<file path="src/hw/rtl/ombsp_pkg.sv">
// ---------------------------------------------------------------------------
// ombsp_pkg
// Types and constants shared by the omni base position setpoint block.
// ---------------------------------------------------------------------------
`timescale 1ns / 1ps

package ombsp_pkg;

  // Configuration port geometry.
  localparam int unsigned ADDR_W = 5;
  localparam int unsigned DATA_W = 32;

  // Register indexes, taken from paddr[4:2].
  typedef enum logic [2:0] {
    REG_LIN_GAIN  = 3'd0,
    REG_ROT_SPEED = 3'd1,
    REG_NORM_FAR  = 3'd2,
    REG_NORM_STOP = 3'd3,
    REG_ANG_FAR   = 3'd4,
    REG_ANG_STOP  = 3'd5
  } reg_idx_t;

  // Reset values of the configuration registers.
  localparam logic [15:0] LIN_GAIN_RST  = 16'd1000;
  localparam logic [15:0] ROT_SPEED_RST = 16'd1000;
  localparam logic [19:0] NORM_FAR_RST  = 20'd10000;
  localparam logic [15:0] NORM_STOP_RST = 16'd650;
  localparam logic [19:0] ANG_FAR_RST   = 20'd100000;
  localparam logic [19:0] ANG_STOP_RST  = 20'd20000;

  // Speed multipliers applied when far from the target.
  localparam int unsigned LIN_FAR_MULT = 7;
  localparam int unsigned ANG_FAR_MULT = 5;

  // Width of gain times multiplier, and so of each quotient.
  localparam int unsigned QUOT_W = 19;
  localparam int unsigned CNT_W  = $clog2(QUOT_W);

  typedef struct packed {
    logic [15:0] lin_gain;
    logic [15:0] rot_speed;
    logic [19:0] norm_far;
    logic [15:0] norm_stop;
    logic [19:0] ang_far;
    logic [19:0] ang_stop;
  } cfg_t;

  // Request into one multiply-divide lane.
  typedef struct packed {
    logic              start;
    logic [31:0]       mag;
    logic [QUOT_W-1:0] factor;
    logic [32:0]       divisor;
  } lane_req_t;

  // Status out of one multiply-divide lane.
  typedef struct packed {
    logic              done;
    logic [QUOT_W-1:0] quot;
  } lane_rsp_t;

endpackage

</file>
<file path="src/hw/rtl/ombsp_in_if.sv">
// ---------------------------------------------------------------------------
// ombsp_in_if
// Input channel: load and tick beats with valid/ready handshake.
// ---------------------------------------------------------------------------
`timescale 1ns / 1ps

interface ombsp_in_if;
  logic               valid;
  logic               ready;
  logic               mode;
  logic signed [31:0] target_x;
  logic signed [31:0] target_y;
  logic signed [31:0] target_angle;
  logic signed [15:0] delta_x;
  logic signed [15:0] delta_y;
  logic signed [15:0] delta_angle;

  modport source (
    output valid, mode, target_x, target_y, target_angle,
    output delta_x, delta_y, delta_angle,
    input  ready
  );

  modport sink (
    input  valid, mode, target_x, target_y, target_angle,
    input  delta_x, delta_y, delta_angle,
    output ready
  );
endinterface

</file>
<file path="src/hw/rtl/ombsp_out_if.sv">
// ---------------------------------------------------------------------------
// ombsp_out_if
// Result channel: four wheel setpoints and the done flag per beat.
// ---------------------------------------------------------------------------
`timescale 1ns / 1ps

interface ombsp_out_if;
  logic               valid;
  logic               ready;
  logic signed [31:0] wheel0_setpoint;
  logic signed [31:0] wheel1_setpoint;
  logic signed [31:0] wheel2_setpoint;
  logic signed [31:0] wheel3_setpoint;
  logic               move_done;

  modport source (
    output valid, wheel0_setpoint, wheel1_setpoint, wheel2_setpoint,
    output wheel3_setpoint, move_done,
    input  ready
  );

  modport sink (
    input  valid, wheel0_setpoint, wheel1_setpoint, wheel2_setpoint,
    input  wheel3_setpoint, move_done,
    output ready
  );
endinterface

</file>
<file path="src/hw/rtl/omni_base_position_setpoint_top.sv">
// ---------------------------------------------------------------------------
// omni_base_position_setpoint_top
// Position-mode setpoint generator for a four-wheel omni base.
// ---------------------------------------------------------------------------
//  Channel  Direction  Handshake            Beat content
//  in_ch    sink       valid/ready          mode, targets, odometry deltas
//  out_ch   source     valid/ready          four wheel setpoints, move_done
//  cfg      slave      psel/penable, pready six speed and threshold registers
//
//  A load beat is absorbed without leaving the idle state and gives no result.
//  A tick beat passes the norm, scale, run and mix states before the next ready;
//  the run state waits on the two bit-serial lanes (19 shift-add steps and 19 divide steps each).
//  The result sits in an output register; a stalled sink holds only the mix
//  step, and the block waits in that step until the register is free.
//  Synchronous active-low reset; there is no clearing pass after reset.
// ---------------------------------------------------------------------------
`timescale 1ns / 1ps

module omni_base_position_setpoint_top (
  input  logic                          clk,
  input  logic                          rst_n,
  ombsp_in_if.sink                      in_ch,
  ombsp_out_if.source                   out_ch,
  input  logic                          psel,
  input  logic                          penable,
  input  logic                          pwrite,
  input  logic [ombsp_pkg::ADDR_W-1:0]  paddr,
  input  logic [ombsp_pkg::DATA_W-1:0]  pwdata,
  output logic [ombsp_pkg::DATA_W-1:0]  prdata,
  output logic                          pready
);

  localparam int unsigned QW = ombsp_pkg::QUOT_W;

  typedef enum logic [2:0] {
    S_IDLE,
    S_NORM,
    S_SCALE,
    S_RUN,
    S_MIX
  } state_t;

  ombsp_pkg::cfg_t       cfg;
  ombsp_pkg::lane_req_t  req_x, req_y;
  ombsp_pkg::lane_rsp_t  rsp_x, rsp_y;

  state_t        state_r, state_nxt;
  logic [31:0]   rem_x_r, rem_x_nxt;
  logic [31:0]   rem_y_r, rem_y_nxt;
  logic [31:0]   rem_a_r, rem_a_nxt;
  logic          done_r, done_nxt;
  logic [31:0]   mag_x_r, mag_x_nxt;
  logic [31:0]   mag_y_r, mag_y_nxt;
  logic [31:0]   abs_a_r, abs_a_nxt;
  logic [32:0]   norm_r, norm_nxt;
  logic          lin_en_r, lin_en_nxt;
  logic [QW-1:0] factor_r, factor_nxt;
  logic [QW:0]   rot_r, rot_nxt;
  logic          start_r, start_nxt;
  logic [31:0]   w0_r, w0_nxt;
  logic [31:0]   w1_r, w1_nxt;
  logic [31:0]   w2_r, w2_nxt;
  logic [31:0]   w3_r, w3_nxt;
  logic          mdone_r, mdone_nxt;
  logic          oval_r, oval_nxt;

  logic          accept;
  logic          lin_far;
  logic          ang_far;
  logic          ang_en;
  logic [QW-1:0] gain_ext;
  logic [QW-1:0] rspd_ext;
  logic [QW-1:0] rot_mag;
  logic [QW:0]   spd_x;
  logic [QW:0]   spd_y;
  logic [QW+1:0] sum0, sum1, sum2, sum3;

  assign pready = 1'b1;

  ombsp_cfg_regs u_cfg_regs (
    .clk     (clk),
    .rst_n   (rst_n),
    .psel    (psel),
    .penable (penable),
    .pwrite  (pwrite),
    .paddr   (paddr),
    .pwdata  (pwdata),
    .prdata  (prdata),
    .cfg     (cfg)
  );

  // Two lanes run in lockstep, one for X and one for Y.
  assign req_x.start   = start_r;
  assign req_x.mag     = mag_x_r;
  assign req_x.factor  = factor_r;
  assign req_x.divisor = norm_r;
  assign req_y.start   = start_r;
  assign req_y.mag     = mag_y_r;
  assign req_y.factor  = factor_r;
  assign req_y.divisor = norm_r;

  ombsp_muldiv u_lane_x (
    .clk   (clk),
    .rst_n (rst_n),
    .req   (req_x),
    .rsp   (rsp_x)
  );

  ombsp_muldiv u_lane_y (
    .clk   (clk),
    .rst_n (rst_n),
    .req   (req_y),
    .rsp   (rsp_y)
  );

  // Handshake and port outputs.
  assign in_ch.ready            = (state_r == S_IDLE);
  assign accept                 = in_ch.valid && in_ch.ready;
  assign out_ch.valid           = oval_r;
  assign out_ch.wheel0_setpoint = w0_r;
  assign out_ch.wheel1_setpoint = w1_r;
  assign out_ch.wheel2_setpoint = w2_r;
  assign out_ch.wheel3_setpoint = w3_r;
  assign out_ch.move_done       = mdone_r;

  // Threshold tests and speed factors from the registered norms.
  assign lin_far  = norm_r > {13'd0, cfg.norm_far};
  assign ang_far  = abs_a_r > {12'd0, cfg.ang_far};
  assign ang_en   = abs_a_r > {12'd0, cfg.ang_stop};
  assign gain_ext = {{(QW-16){1'b0}}, cfg.lin_gain};
  assign rspd_ext = {{(QW-16){1'b0}}, cfg.rot_speed};
  assign rot_mag  = ang_far ? QW'(rspd_ext * ombsp_pkg::ANG_FAR_MULT) : rspd_ext;

  // Signed linear speeds from the unsigned quotients.
  assign spd_x = !lin_en_r ? '0 :
                 rem_x_r[31] ? (~{1'b0, rsp_x.quot} + 1'b1) : {1'b0, rsp_x.quot};
  assign spd_y = !lin_en_r ? '0 :
                 rem_y_r[31] ? (~{1'b0, rsp_y.quot} + 1'b1) : {1'b0, rsp_y.quot};

  // Wheel mix. The sums are 21 bits wide and are sign extended to 32 bits.
  assign sum0 = {spd_y[QW], spd_y} + {rot_r[QW], rot_r};
  assign sum1 = {rot_r[QW], rot_r} - {spd_x[QW], spd_x};
  assign sum2 = {rot_r[QW], rot_r} - {spd_y[QW], spd_y};
  assign sum3 = {spd_x[QW], spd_x} + {rot_r[QW], rot_r};

  always_comb begin
    state_nxt  = state_r;
    rem_x_nxt  = rem_x_r;
    rem_y_nxt  = rem_y_r;
    rem_a_nxt  = rem_a_r;
    done_nxt   = done_r;
    mag_x_nxt  = mag_x_r;
    mag_y_nxt  = mag_y_r;
    abs_a_nxt  = abs_a_r;
    norm_nxt   = norm_r;
    lin_en_nxt = lin_en_r;
    factor_nxt = factor_r;
    rot_nxt    = rot_r;
    start_nxt  = 1'b0;
    w0_nxt     = w0_r;
    w1_nxt     = w1_r;
    w2_nxt     = w2_r;
    w3_nxt     = w3_r;
    mdone_nxt  = mdone_r;
    oval_nxt   = oval_r;

    // The output register frees once its beat is taken.
    if (oval_r && out_ch.ready) begin
      oval_nxt = 1'b0;
    end

    case (state_r)
      S_IDLE: begin
        if (accept) begin
          if (in_ch.mode) begin
            rem_x_nxt = in_ch.target_x;
            rem_y_nxt = in_ch.target_y;
            rem_a_nxt = in_ch.target_angle;
            done_nxt  = 1'b0;
          end else begin
            // X and Y deltas count only while a linear move remains.
            if ((rem_x_r != 32'd0) || (rem_y_r != 32'd0)) begin
              rem_x_nxt = rem_x_r - {{16{in_ch.delta_x[15]}}, in_ch.delta_x};
              rem_y_nxt = rem_y_r - {{16{in_ch.delta_y[15]}}, in_ch.delta_y};
            end
            rem_a_nxt = rem_a_r - {{16{in_ch.delta_angle[15]}}, in_ch.delta_angle};
            state_nxt = S_NORM;
          end
        end
      end
      S_NORM: begin
        mag_x_nxt = rem_x_r[31] ? (~rem_x_r + 32'd1) : rem_x_r;
        mag_y_nxt = rem_y_r[31] ? (~rem_y_r + 32'd1) : rem_y_r;
        abs_a_nxt = rem_a_r[31] ? (~rem_a_r + 32'd1) : rem_a_r;
        norm_nxt  = {1'b0, mag_x_nxt} + {1'b0, mag_y_nxt};
        state_nxt = S_SCALE;
      end
      S_SCALE: begin
        lin_en_nxt = norm_r > {17'd0, cfg.norm_stop};
        factor_nxt = lin_far ? QW'(gain_ext * ombsp_pkg::LIN_FAR_MULT) : gain_ext;
        if (!ang_en) begin
          rot_nxt = '0;
        end else if (rem_a_r[31]) begin
          rot_nxt = ~{1'b0, rot_mag} + 1'b1;
        end else begin
          rot_nxt = {1'b0, rot_mag};
        end
        // Done latches until the next load.
        if ((norm_r < {17'd0, cfg.norm_stop}) && (abs_a_r < {12'd0, cfg.ang_stop})) begin
          done_nxt = 1'b1;
        end
        start_nxt = 1'b1;
        state_nxt = S_RUN;
      end
      S_RUN: begin
        if (rsp_x.done && rsp_y.done) begin
          state_nxt = S_MIX;
        end
      end
      S_MIX: begin
        if (!oval_r || out_ch.ready) begin
          w0_nxt    = {{(32-QW-2){sum0[QW+1]}}, sum0};
          w1_nxt    = {{(32-QW-2){sum1[QW+1]}}, sum1};
          w2_nxt    = {{(32-QW-2){sum2[QW+1]}}, sum2};
          w3_nxt    = {{(32-QW-2){sum3[QW+1]}}, sum3};
          mdone_nxt = done_r;
          oval_nxt  = 1'b1;
          state_nxt = S_IDLE;
        end
      end
      default: state_nxt = S_IDLE;
    endcase
  end

  always_ff @(posedge clk) begin
    mag_x_r  <= mag_x_nxt;
    mag_y_r  <= mag_y_nxt;
    abs_a_r  <= abs_a_nxt;
    norm_r   <= norm_nxt;
    lin_en_r <= lin_en_nxt;
    factor_r <= factor_nxt;
    rot_r    <= rot_nxt;
    w0_r     <= w0_nxt;
    w1_r     <= w1_nxt;
    w2_r     <= w2_nxt;
    w3_r     <= w3_nxt;
    mdone_r  <= mdone_nxt;
    if (!rst_n) begin
      state_r <= S_IDLE;
      rem_x_r <= '0;
      rem_y_r <= '0;
      rem_a_r <= '0;
      done_r  <= 1'b0;
      start_r <= 1'b0;
      oval_r  <= 1'b0;
    end else begin
      state_r <= state_nxt;
      rem_x_r <= rem_x_nxt;
      rem_y_r <= rem_y_nxt;
      rem_a_r <= rem_a_nxt;
      done_r  <= done_nxt;
      start_r <= start_nxt;
      oval_r  <= oval_nxt;
    end
  end

endmodule

</file>
<file path="src/hw/rtl/ombsp_cfg_regs.sv">
// ---------------------------------------------------------------------------
// ombsp_cfg_regs
// APB-style register file holding the six speed and threshold settings.
// ---------------------------------------------------------------------------
`timescale 1ns / 1ps

module ombsp_cfg_regs (
  input  logic                          clk,
  input  logic                          rst_n,
  input  logic                          psel,
  input  logic                          penable,
  input  logic                          pwrite,
  input  logic [ombsp_pkg::ADDR_W-1:0]  paddr,
  input  logic [ombsp_pkg::DATA_W-1:0]  pwdata,
  output logic [ombsp_pkg::DATA_W-1:0]  prdata,
  output ombsp_pkg::cfg_t               cfg
);

  ombsp_pkg::cfg_t      cfg_r;
  ombsp_pkg::cfg_t      cfg_nxt;
  ombsp_pkg::reg_idx_t  idx;
  logic                 wr_en;

  assign idx   = ombsp_pkg::reg_idx_t'(paddr[ombsp_pkg::ADDR_W-1:2]);
  assign wr_en = psel && penable && pwrite;
  assign cfg   = cfg_r;

  // Write decode; unused indexes are ignored.
  always_comb begin
    cfg_nxt = cfg_r;
    if (wr_en) begin
      case (idx)
        ombsp_pkg::REG_LIN_GAIN:  cfg_nxt.lin_gain  = pwdata[15:0];
        ombsp_pkg::REG_ROT_SPEED: cfg_nxt.rot_speed = pwdata[15:0];
        ombsp_pkg::REG_NORM_FAR:  cfg_nxt.norm_far  = pwdata[19:0];
        ombsp_pkg::REG_NORM_STOP: cfg_nxt.norm_stop = pwdata[15:0];
        ombsp_pkg::REG_ANG_FAR:   cfg_nxt.ang_far   = pwdata[19:0];
        ombsp_pkg::REG_ANG_STOP:  cfg_nxt.ang_stop  = pwdata[19:0];
        default: ;
      endcase
    end
  end

  // Read-back multiplexer, zero extended to the bus width.
  always_comb begin
    case (idx)
      ombsp_pkg::REG_LIN_GAIN:  prdata = {16'd0, cfg_r.lin_gain};
      ombsp_pkg::REG_ROT_SPEED: prdata = {16'd0, cfg_r.rot_speed};
      ombsp_pkg::REG_NORM_FAR:  prdata = {12'd0, cfg_r.norm_far};
      ombsp_pkg::REG_NORM_STOP: prdata = {16'd0, cfg_r.norm_stop};
      ombsp_pkg::REG_ANG_FAR:   prdata = {12'd0, cfg_r.ang_far};
      ombsp_pkg::REG_ANG_STOP:  prdata = {12'd0, cfg_r.ang_stop};
      default:                  prdata = '0;
    endcase
  end

  always_ff @(posedge clk) begin
    if (!rst_n) begin
      cfg_r.lin_gain  <= ombsp_pkg::LIN_GAIN_RST;
      cfg_r.rot_speed <= ombsp_pkg::ROT_SPEED_RST;
      cfg_r.norm_far  <= ombsp_pkg::NORM_FAR_RST;
      cfg_r.norm_stop <= ombsp_pkg::NORM_STOP_RST;
      cfg_r.ang_far   <= ombsp_pkg::ANG_FAR_RST;
      cfg_r.ang_stop  <= ombsp_pkg::ANG_STOP_RST;
    end else begin
      cfg_r <= cfg_nxt;
    end
  end

endmodule

</file>
<file path="src/hw/rtl/ombsp_muldiv.sv">
// ---------------------------------------------------------------------------
// ombsp_muldiv
// Bit-serial lane: magnitude times factor, then divided by the L1 norm.
// ---------------------------------------------------------------------------
`timescale 1ns / 1ps

module ombsp_muldiv (
  input  logic                  clk,
  input  logic                  rst_n,
  input  ombsp_pkg::lane_req_t  req,
  output ombsp_pkg::lane_rsp_t  rsp
);

  localparam int unsigned QW = ombsp_pkg::QUOT_W;
  localparam int unsigned CW = ombsp_pkg::CNT_W;
  localparam logic [CW-1:0] LAST = CW'(QW - 1);

  typedef enum logic [1:0] {
    L_IDLE,
    L_MUL,
    L_DIV
  } lane_state_t;

  lane_state_t   state_r, state_nxt;
  logic [CW-1:0] cnt_r, cnt_nxt;
  logic          done_r, done_nxt;
  logic [31:0]   mag_r, mag_nxt;
  logic [32:0]   div_r, div_nxt;
  // hi holds the upper product bits, later the partial remainder.
  logic [32:0]   hi_r, hi_nxt;
  // lo holds the factor bits, then the low product bits, then the quotient.
  logic [QW-1:0] lo_r, lo_nxt;

  logic [32:0]   sum;
  logic [32:0]   acc;
  logic [33:0]   rem_sh;
  logic [34:0]   diff;
  logic          ge;

  // Shift-add step: the partial product never reaches bit 32.
  assign sum    = hi_r + {1'b0, mag_r};
  assign acc    = lo_r[0] ? sum : hi_r;
  // Restoring division step: bring down one product bit and trial subtract.
  assign rem_sh = {hi_r, lo_r[QW-1]};
  assign diff   = {1'b0, rem_sh} - {2'b00, div_r};
  assign ge     = !diff[34];

  assign rsp.done = done_r;
  assign rsp.quot = lo_r;

  always_comb begin
    state_nxt = state_r;
    cnt_nxt   = cnt_r;
    done_nxt  = 1'b0;
    mag_nxt   = mag_r;
    div_nxt   = div_r;
    hi_nxt    = hi_r;
    lo_nxt    = lo_r;
    case (state_r)
      L_IDLE: begin
        if (req.start) begin
          mag_nxt   = req.mag;
          div_nxt   = req.divisor;
          hi_nxt    = '0;
          lo_nxt    = req.factor;
          cnt_nxt   = '0;
          state_nxt = L_MUL;
        end
      end
      L_MUL: begin
        hi_nxt = {1'b0, acc[32:1]};
        lo_nxt = {acc[0], lo_r[QW-1:1]};
        if (cnt_r == LAST) begin
          cnt_nxt   = '0;
          state_nxt = L_DIV;
        end else begin
          cnt_nxt = cnt_r + 1'b1;
        end
      end
      L_DIV: begin
        hi_nxt = ge ? diff[32:0] : rem_sh[32:0];
        lo_nxt = {lo_r[QW-2:0], ge};
        if (cnt_r == LAST) begin
          done_nxt  = 1'b1;
          state_nxt = L_IDLE;
        end else begin
          cnt_nxt = cnt_r + 1'b1;
        end
      end
      default: state_nxt = L_IDLE;
    endcase
  end

  always_ff @(posedge clk) begin
    mag_r <= mag_nxt;
    div_r <= div_nxt;
    hi_r  <= hi_nxt;
    lo_r  <= lo_nxt;
    if (!rst_n) begin
      state_r <= L_IDLE;
      cnt_r   <= '0;
      done_r  <= 1'b0;
    end else begin
      state_r <= state_nxt;
      cnt_r   <= cnt_nxt;
      done_r  <= done_nxt;
    end
  end

endmodule

</file>
<file path="src/flat_wrapper.sv">
// flat-port wrapper written by rule: the top's interface ports become plain ports
module omni_base_position_setpoint_top_flat 
  (clk, rst_n, psel, penable, pwrite, paddr, pwdata, prdata, pready, in_ch_valid, in_ch_mode, in_ch_target_x, in_ch_target_y, in_ch_target_angle, in_ch_delta_x, in_ch_delta_y, in_ch_delta_angle, in_ch_ready, out_ch_valid, out_ch_wheel0_setpoint, out_ch_wheel1_setpoint, out_ch_wheel2_setpoint, out_ch_wheel3_setpoint, out_ch_move_done, out_ch_ready);
  ombsp_in_if in_ch_i ();
  ombsp_out_if out_ch_i ();
  input  logic clk;
  input  logic rst_n;
  input  logic psel;
  input  logic penable;
  input  logic pwrite;
  input  logic [ombsp_pkg::ADDR_W-1:0] paddr;
  input  logic [ombsp_pkg::DATA_W-1:0] pwdata;
  output logic [ombsp_pkg::DATA_W-1:0] prdata;
  output logic pready;
  input wire logic [$bits(in_ch_i.valid)-1:0] in_ch_valid;
  input wire logic [$bits(in_ch_i.mode)-1:0] in_ch_mode;
  input wire logic [$bits(in_ch_i.target_x)-1:0] in_ch_target_x;
  input wire logic [$bits(in_ch_i.target_y)-1:0] in_ch_target_y;
  input wire logic [$bits(in_ch_i.target_angle)-1:0] in_ch_target_angle;
  input wire logic [$bits(in_ch_i.delta_x)-1:0] in_ch_delta_x;
  input wire logic [$bits(in_ch_i.delta_y)-1:0] in_ch_delta_y;
  input wire logic [$bits(in_ch_i.delta_angle)-1:0] in_ch_delta_angle;
  output wire logic [$bits(in_ch_i.ready)-1:0] in_ch_ready;
  output wire logic [$bits(out_ch_i.valid)-1:0] out_ch_valid;
  output wire logic [$bits(out_ch_i.wheel0_setpoint)-1:0] out_ch_wheel0_setpoint;
  output wire logic [$bits(out_ch_i.wheel1_setpoint)-1:0] out_ch_wheel1_setpoint;
  output wire logic [$bits(out_ch_i.wheel2_setpoint)-1:0] out_ch_wheel2_setpoint;
  output wire logic [$bits(out_ch_i.wheel3_setpoint)-1:0] out_ch_wheel3_setpoint;
  output wire logic [$bits(out_ch_i.move_done)-1:0] out_ch_move_done;
  input wire logic [$bits(out_ch_i.ready)-1:0] out_ch_ready;
  assign in_ch_i.valid = in_ch_valid;
  assign in_ch_i.mode = in_ch_mode;
  assign in_ch_i.target_x = in_ch_target_x;
  assign in_ch_i.target_y = in_ch_target_y;
  assign in_ch_i.target_angle = in_ch_target_angle;
  assign in_ch_i.delta_x = in_ch_delta_x;
  assign in_ch_i.delta_y = in_ch_delta_y;
  assign in_ch_i.delta_angle = in_ch_delta_angle;
  assign in_ch_ready = in_ch_i.ready;
  assign out_ch_valid = out_ch_i.valid;
  assign out_ch_wheel0_setpoint = out_ch_i.wheel0_setpoint;
  assign out_ch_wheel1_setpoint = out_ch_i.wheel1_setpoint;
  assign out_ch_wheel2_setpoint = out_ch_i.wheel2_setpoint;
  assign out_ch_wheel3_setpoint = out_ch_i.wheel3_setpoint;
  assign out_ch_move_done = out_ch_i.move_done;
  assign out_ch_i.ready = out_ch_ready;
  omni_base_position_setpoint_top u_core (.clk(clk), .rst_n(rst_n), .in_ch(in_ch_i), .out_ch(out_ch_i), .psel(psel), .penable(penable), .pwrite(pwrite), .paddr(paddr), .pwdata(pwdata), .prdata(prdata), .pready(pready));
endmodule
</file>
<file path="config.mk">
export PLATFORM = sky130hd
export DESIGN_NAME = omni_base_position_setpoint_top_flat
export DESIGN_NICKNAME = d
export VERILOG_FILES = /design/src/hw/rtl/ombsp_pkg.sv /design/src/hw/rtl/ombsp_in_if.sv /design/src/hw/rtl/ombsp_out_if.sv /design/src/hw/rtl/omni_base_position_setpoint_top.sv /design/src/hw/rtl/ombsp_cfg_regs.sv /design/src/hw/rtl/ombsp_muldiv.sv /design/src/flat_wrapper.sv
export SDC_FILE = /design/constraint.sdc
export NUM_CORES = 2
export LEC_CHECK = 0
export BUFFER_PORTS_ARGS = -buffer_cell sky130_fd_sc_hd__buf_2
export CORE_MARGIN = 2
export CORE_UTILIZATION = 60
export DETAILED_ROUTE_END_ITERATION = 16
export PLACE_DENSITY = 0.79
export SYNTH_ARGS = -nofsm -noshare
export SYNTH_HDL_FRONTEND = slang
export SYNTH_SLANG_ARGS = --single-unit
</file>
<file path="constraint.sdc">
create_clock -name clk -period 14.4 [get_ports clk]
set_clock_uncertainty 0.05 [all_clocks]
set_input_delay 2.88 -clock clk [delete_from_list [all_inputs] [get_ports clk]]
set_output_delay 2.88 -clock clk [all_outputs]
set_load 0.1 [all_outputs]
</file>
## After elaboration in Yosys (flattened, before gate mapping)

Cells that the tools add are included.

| storage, ports and cells | value |
|---|---|
| output and inout bits | 164 |
| flip-flop bits (word level) | 714 |
| word-level logic and storage cells | 203 |
| bits of input ports | 189 |

| operators by class | value |
|---|---|
| bitwise gates (word level) | 6 |
| add/subtract/negate cells | 20 |
| multiplexer cells | 55 |
| multipliers | 2 |
| equality and inequality tests | 29 |
| magnitude comparators | 6 |
| reductions and logical operators | 43 |

Operator list:

| cell | number |
|---|---|
| two-way mux 32 bit | 7 |
| case mux 33 bit (3 select lines) | 2 |
| two-way mux 33 bit | 5 |
| case mux 20 bit (6 select lines) | 1 |
| case mux 19 bit (3 select lines) | 2 |
| adder 32 x 1 -> 32 bit (second input constant) | 3 |
| inverter 32 bit | 3 |
| subtractor 32 bit | 3 |
| two-way mux 20 bit | 4 |
| subtractor 34 x 33 -> 35 bit | 2 |
| adder 33 x 32 -> 33 bit | 2 |
| > comparator 32 x 20 -> 1 bit | 2 |
| nonzero test 32 bit | 2 |
| adder 20 x 1 -> 20 bit (second input constant) | 3 |
| inverter 19 -> 20 bit | 3 |
| two-way mux 19 bit | 3 |
| adder 20 x 20 -> 21 bit | 2 |
| subtractor 20 x 20 -> 21 bit | 2 |
| multiplier 16 x 3 -> 19 bit (second input constant) | 2 |
| adder 32 x 32 -> 33 bit | 1 |
| > comparator 33 x 16 -> 1 bit | 1 |
| > comparator 33 x 20 -> 1 bit | 1 |
| < comparator 33 x 16 -> 1 bit | 1 |
| < comparator 32 x 20 -> 1 bit | 1 |
| 29 further kinds | 103 |

## Logic depth before layout (Yosys ltp)

| depth | value |
|---|---|
| depth in word-level cells | 5 |
| gate-level depth with buffers | 20 |

## Cells and area by module

A second synthesis with hierarchy kept.

| unflattened totals | value |
|---|---|
| cells, all modules | 5617 |
| area total of the unflattened synthesis | 52071.2 um2 |

By module, submodules not included:

| module | cells an instance | area each (um2) | seq. area each (um2) | times used |
|---|---|---|---|---|
| omni_base_position_setpoint_top | 3277 | 29412.0 | 9609.2 | 1 |
| ombsp_muldiv at u_core.u_lane_x | 954 | 9088.7 | 3673.5 | 1 |
| ombsp_muldiv at u_core.u_lane_y | 857 | 8579.5 | 3673.5 | 1 |
| ombsp_cfg_regs | 529 | 4991.0 | 2162.1 | 1 |

## Worst setup path after synthesis

Ideal clock, no wire load.

| timing | value |
|---|---|
| path kind | register -> register |
| start point | register u_core.state_r[1] |
| end point | register u_core.abs_a_r[0] (enable) |
| clock period less this slack | 10.682 ns |
| cell stages (with the launch flop) | 3 |
| path buffers | 1 |
| arrival | 9.831 ns |
| setup slack | 3.718 ns |
| cells stage by stage | dfxtp_1 -> clkbuf_1 -> nor3b_1 |

| between the ends | value |
|---|---|
| longest elaborated chain between the ends | 1 |

Ends and longest elaborated chain:

| element | line | RTL |
|---|---|---|
| from (decl) | omni_base_position_setpoint_top.sv:47 | `state_t state_r, state_nxt;` |
| from (signal assigned) | omni_base_position_setpoint_top.sv:257 | `state_r <= state_nxt;` |
| == test 3 x 1 -> 1 bit | omni_base_position_setpoint_top.sv:172 | `case (state_r)` |
| to (signal assigned) | omni_base_position_setpoint_top.sv:238 | `abs_a_r <= abs_a_nxt;` |
| to (decl) | omni_base_position_setpoint_top.sv:54 | `logic [31:0] abs_a_r, abs_a_nxt;` |

Every way passes these cells.
A chain may end at the register's enable or synchronous reset.

## Final worst setup path

| timing | value |
|---|---|
| start point | input port paddr[2] in the netlist's numbering |
| end point | output port prdata[0] in the netlist's numbering |

| between the ends | value |
|---|---|
| longest elaborated chain between the ends | 2 |
| elaborated cells between the ends (all ways) | 7 |

Ends and longest elaborated chain:

| element | line | RTL |
|---|---|---|
| from (decl) | flat_wrapper.sv:11 | `input logic [ombsp_pkg::ADDR_W-1:0] paddr;` |
| == test 3 bit, or another cell as far along | ombsp_cfg_regs.sv:46 | `case (idx)` |
| case mux 20 bit (6 select lines) (*) | ombsp_cfg_regs.sv:46 |  |
| to (decl) | flat_wrapper.sv:13 | `output logic [ombsp_pkg::DATA_W-1:0] prdata;` |

Every way passes the cells marked *; elsewhere a longest branch is shown, timed or not.

==> results.json <==
{
  "synth_edf_count": 486,
  "ys_ff_latch": 712,
  "irDropWorstVdd_v": 0.000123,
  "grt-busiest-layer": "met2",
  "vias_per_cell": 6.25,
  "overflow": 0,
  "layout-drive-gt1-share_pct": 10.3,
  "synthCells": 5639,
  "gp_congestion": 0.951,
  "fin_setup_tns_ns": 0,
  "hold_violations": 0,
  "rsz0062_at_grt": "no",
  "relSlewSlack_pct": 18.1,
  "grt_use_total_pct": 30.9,
  "ff2ff_setup_slack_ns": 8.80,
  "leakage_uw": 0.0233,
  "drv_slew": 0,
  "core_sq_mm": 0.0850,
  "timing.final.crit_share_pct": 57.0,
  "final_common_cell": "nand2_1",
  "worst_ep_arrival_time_ns": 5.28,
  "clock_path_buffers": 3,
  "async_reset_ff_share_pct": 0,
  "maxCapViolCount": 0,
  "final_cell_mix": "498 x nand2_1, 486 x edfxtp_1, 477 x ha_1",
  "routedWlPerCell_um": 20.0,
  "start_util_pct": 60.5,
  "setup_violations": 0,
  "critical_path_class": "input port to output pin",
  "cts_root_buf": "clkbuf_16",
  "endpoint_kind": "output pin",
  "utilization_pct": 66.3,
  "cp_cell_sequence": "buf_2, inv_1, nor3b_2, a22oi_1, nand3_1, buf_2",
  "die_h_um": 297,
  "cp_slowest_cell": "nor3b_2",
  "cts_resized": 0,
  "wirelength_um": 141000,
  "antenna_left": 0,
  "fillers": 6725,
  "grt_util_met1_pct": 42.4,
  "clk_latency_ns": 0.64,
  "synth_seq_area_share_pct": 37.2,
  "nets": 6524,
  "min_period_ns": 8.21,
  "antenna_found_initial": 9,
  "num_rows": 107,
  "cts.sinks": 712,
  "grt_max_degree": 86,
  "hpwl_um": 106000,
  "yosys_warnings": 0,
  "post_cts.repair.setup_buffers": 0,
  "p_per_area_mw_per_mm2": 154,
  "synthToLayoutAreaGrowth_pct": 9.63,
  "cp_slowest_stage_delay_ns": 1.01,
  "yosys.cell_types.count": 85,
  "dieWidth_um": 297,
  "numPortBuffers": 325,
  "drc": 0,
  "maxClockFrequency_mhz": 122,
  "tightest_slew_ns": 1.22,
  "syn_area_sq_mm": 0.0514,
  "design_area_sq_mm": 0.0564,
  "vias": 44000,
  "die_area_sq_mm": 0.0881,
  "place_area_sq_mm": 0.0537,
  "cts_buffers": 78,
  "gr-usage-met2_pct": 49.1,
  "worst_path_most_repeated_cell": "buf_2",
  "crit_path_max_fanout": 18,
  "cp-start-kind": "input port",
  "clk_pin_slew_ns": 0.06,
  "grt_use_met3_pct": 4.70,
  "syn_avg_cell_area_sq_um": 9.12,
  "min_path_type": "flip-flop to flip-flop",
  "htree_levels": 3,
  "synth_ff_type": "edfxtp_1",
  "io_pins": 353,
  "grt_pass1_vias": 41300,
  "holdBufCountCts": 0,
  "drt_pass1_iterations": 6,
  "cp.required_ns": 11.47,
  "initialDrtViolationCount": 4209,
  "grt_pass1_wl_um": 221000,
  "outcome": "completed",
  "cts_tree": "done"
}
## cell families after synthesis
family	after synthesis	share of synthesized area, %
flops	712	37.2
other cells	2	0.0146
simple gates	1632	15.1
mux	124	2.52
buf+inv	641	5.22
xor+xnor	389	6.62
compound gates	1633	20.6
fa+ha+maj	506	12.7
## through the flow
| step | total power (uW) | setup WS, ns | instances | hold WS (ns) |
|---|---|---|---|---|
| after global placement | 6370 | 6.29 | 6893 | 0.351 |
| after CTS | 8610 | 6.28 | 7036 | 0.366 |
| after floorplan | 5640 | 3.72 | 5650 | 0.350 |
| after global routing | 9150 | 6.07 | 7036 | 0.370 |
| final | 8660 | 6.19 | 7037 | 0.366 |
| after detailed placement | 6470 | 6.30 | 6893 | 0.355 |
## area by class of cell
cell class                 count  area [sq um]  share of cell area, %
antenna                        1          2.50                0.00444
clock buffer                 105          2220                   3.94
clock inverter                38           500                  0.887
inverter                     373          1400                   2.49
multi-input combinational   4297         29800                   52.8
sequential                   712         19100                   33.9
tap                         1144          1430                   2.54
timing repair buffer         367          1940                   3.45
## sequential cells by signal (all words and copies together) (netlist names), 33 cells and up
signal                 cells
u_core.u_lane_x.hi_r      33
u_core.u_cfg_regs.cfg    108
u_core.u_lane_y.hi_r      33
u_core.u_lane_x.div_r     33
u_core.norm_r             33
u_core.u_lane_y.div_r     33
## power breakdown
group,total [uW],internal (uW),switching [uW]
Combinational,3610,1460,2150
Clock,2130,1270,855
Sequential,2930,2610,313
## critical path: cells and delay by family
family	cells	cell delay (ns)
and+or+nand+nor	2	1.21
buffers and inverters	3	0.89
AOI/OAI and AO/OA	1	0.27
## Yosys cell counts (137+ instances only)
cell type	instances	share of area, %
a21oi_1	474	4.6
inv_1	370	2.7
nand2_1	498	3.6
nor2_1	397	2.9
clkbuf_1	180	1.3
o21ai_0	280	2.7
dfxtp_1	226	8.8
edfxtp_1	486	28
ha_1	477	12
nor3_1	137	1.3
xnor2_1	281	4.8
a21o_1	145	2.1
## worst paths after layout
path,startpoint,endpoint,depth (start not counted)
worst max register to register,u_core.rem_y_r[31],u_core.norm_r[32],12
worst max-delay path,paddr[2],prdata[0],6
worst min-delay path,u_core.mag_x_r[20],u_core.u_lane_x.mag_r[20],0
worst min register to register,u_core.mag_x_r[20],u_core.u_lane_x.mag_r[20],0
## per-layer routing
layer  vias up  wire length, um
met1     20700            59400
li1      21000                -
met2      1906            63400
met3       328            12500
met5         -               93
met4        16             5350
(Power assumes the default switching activity.)
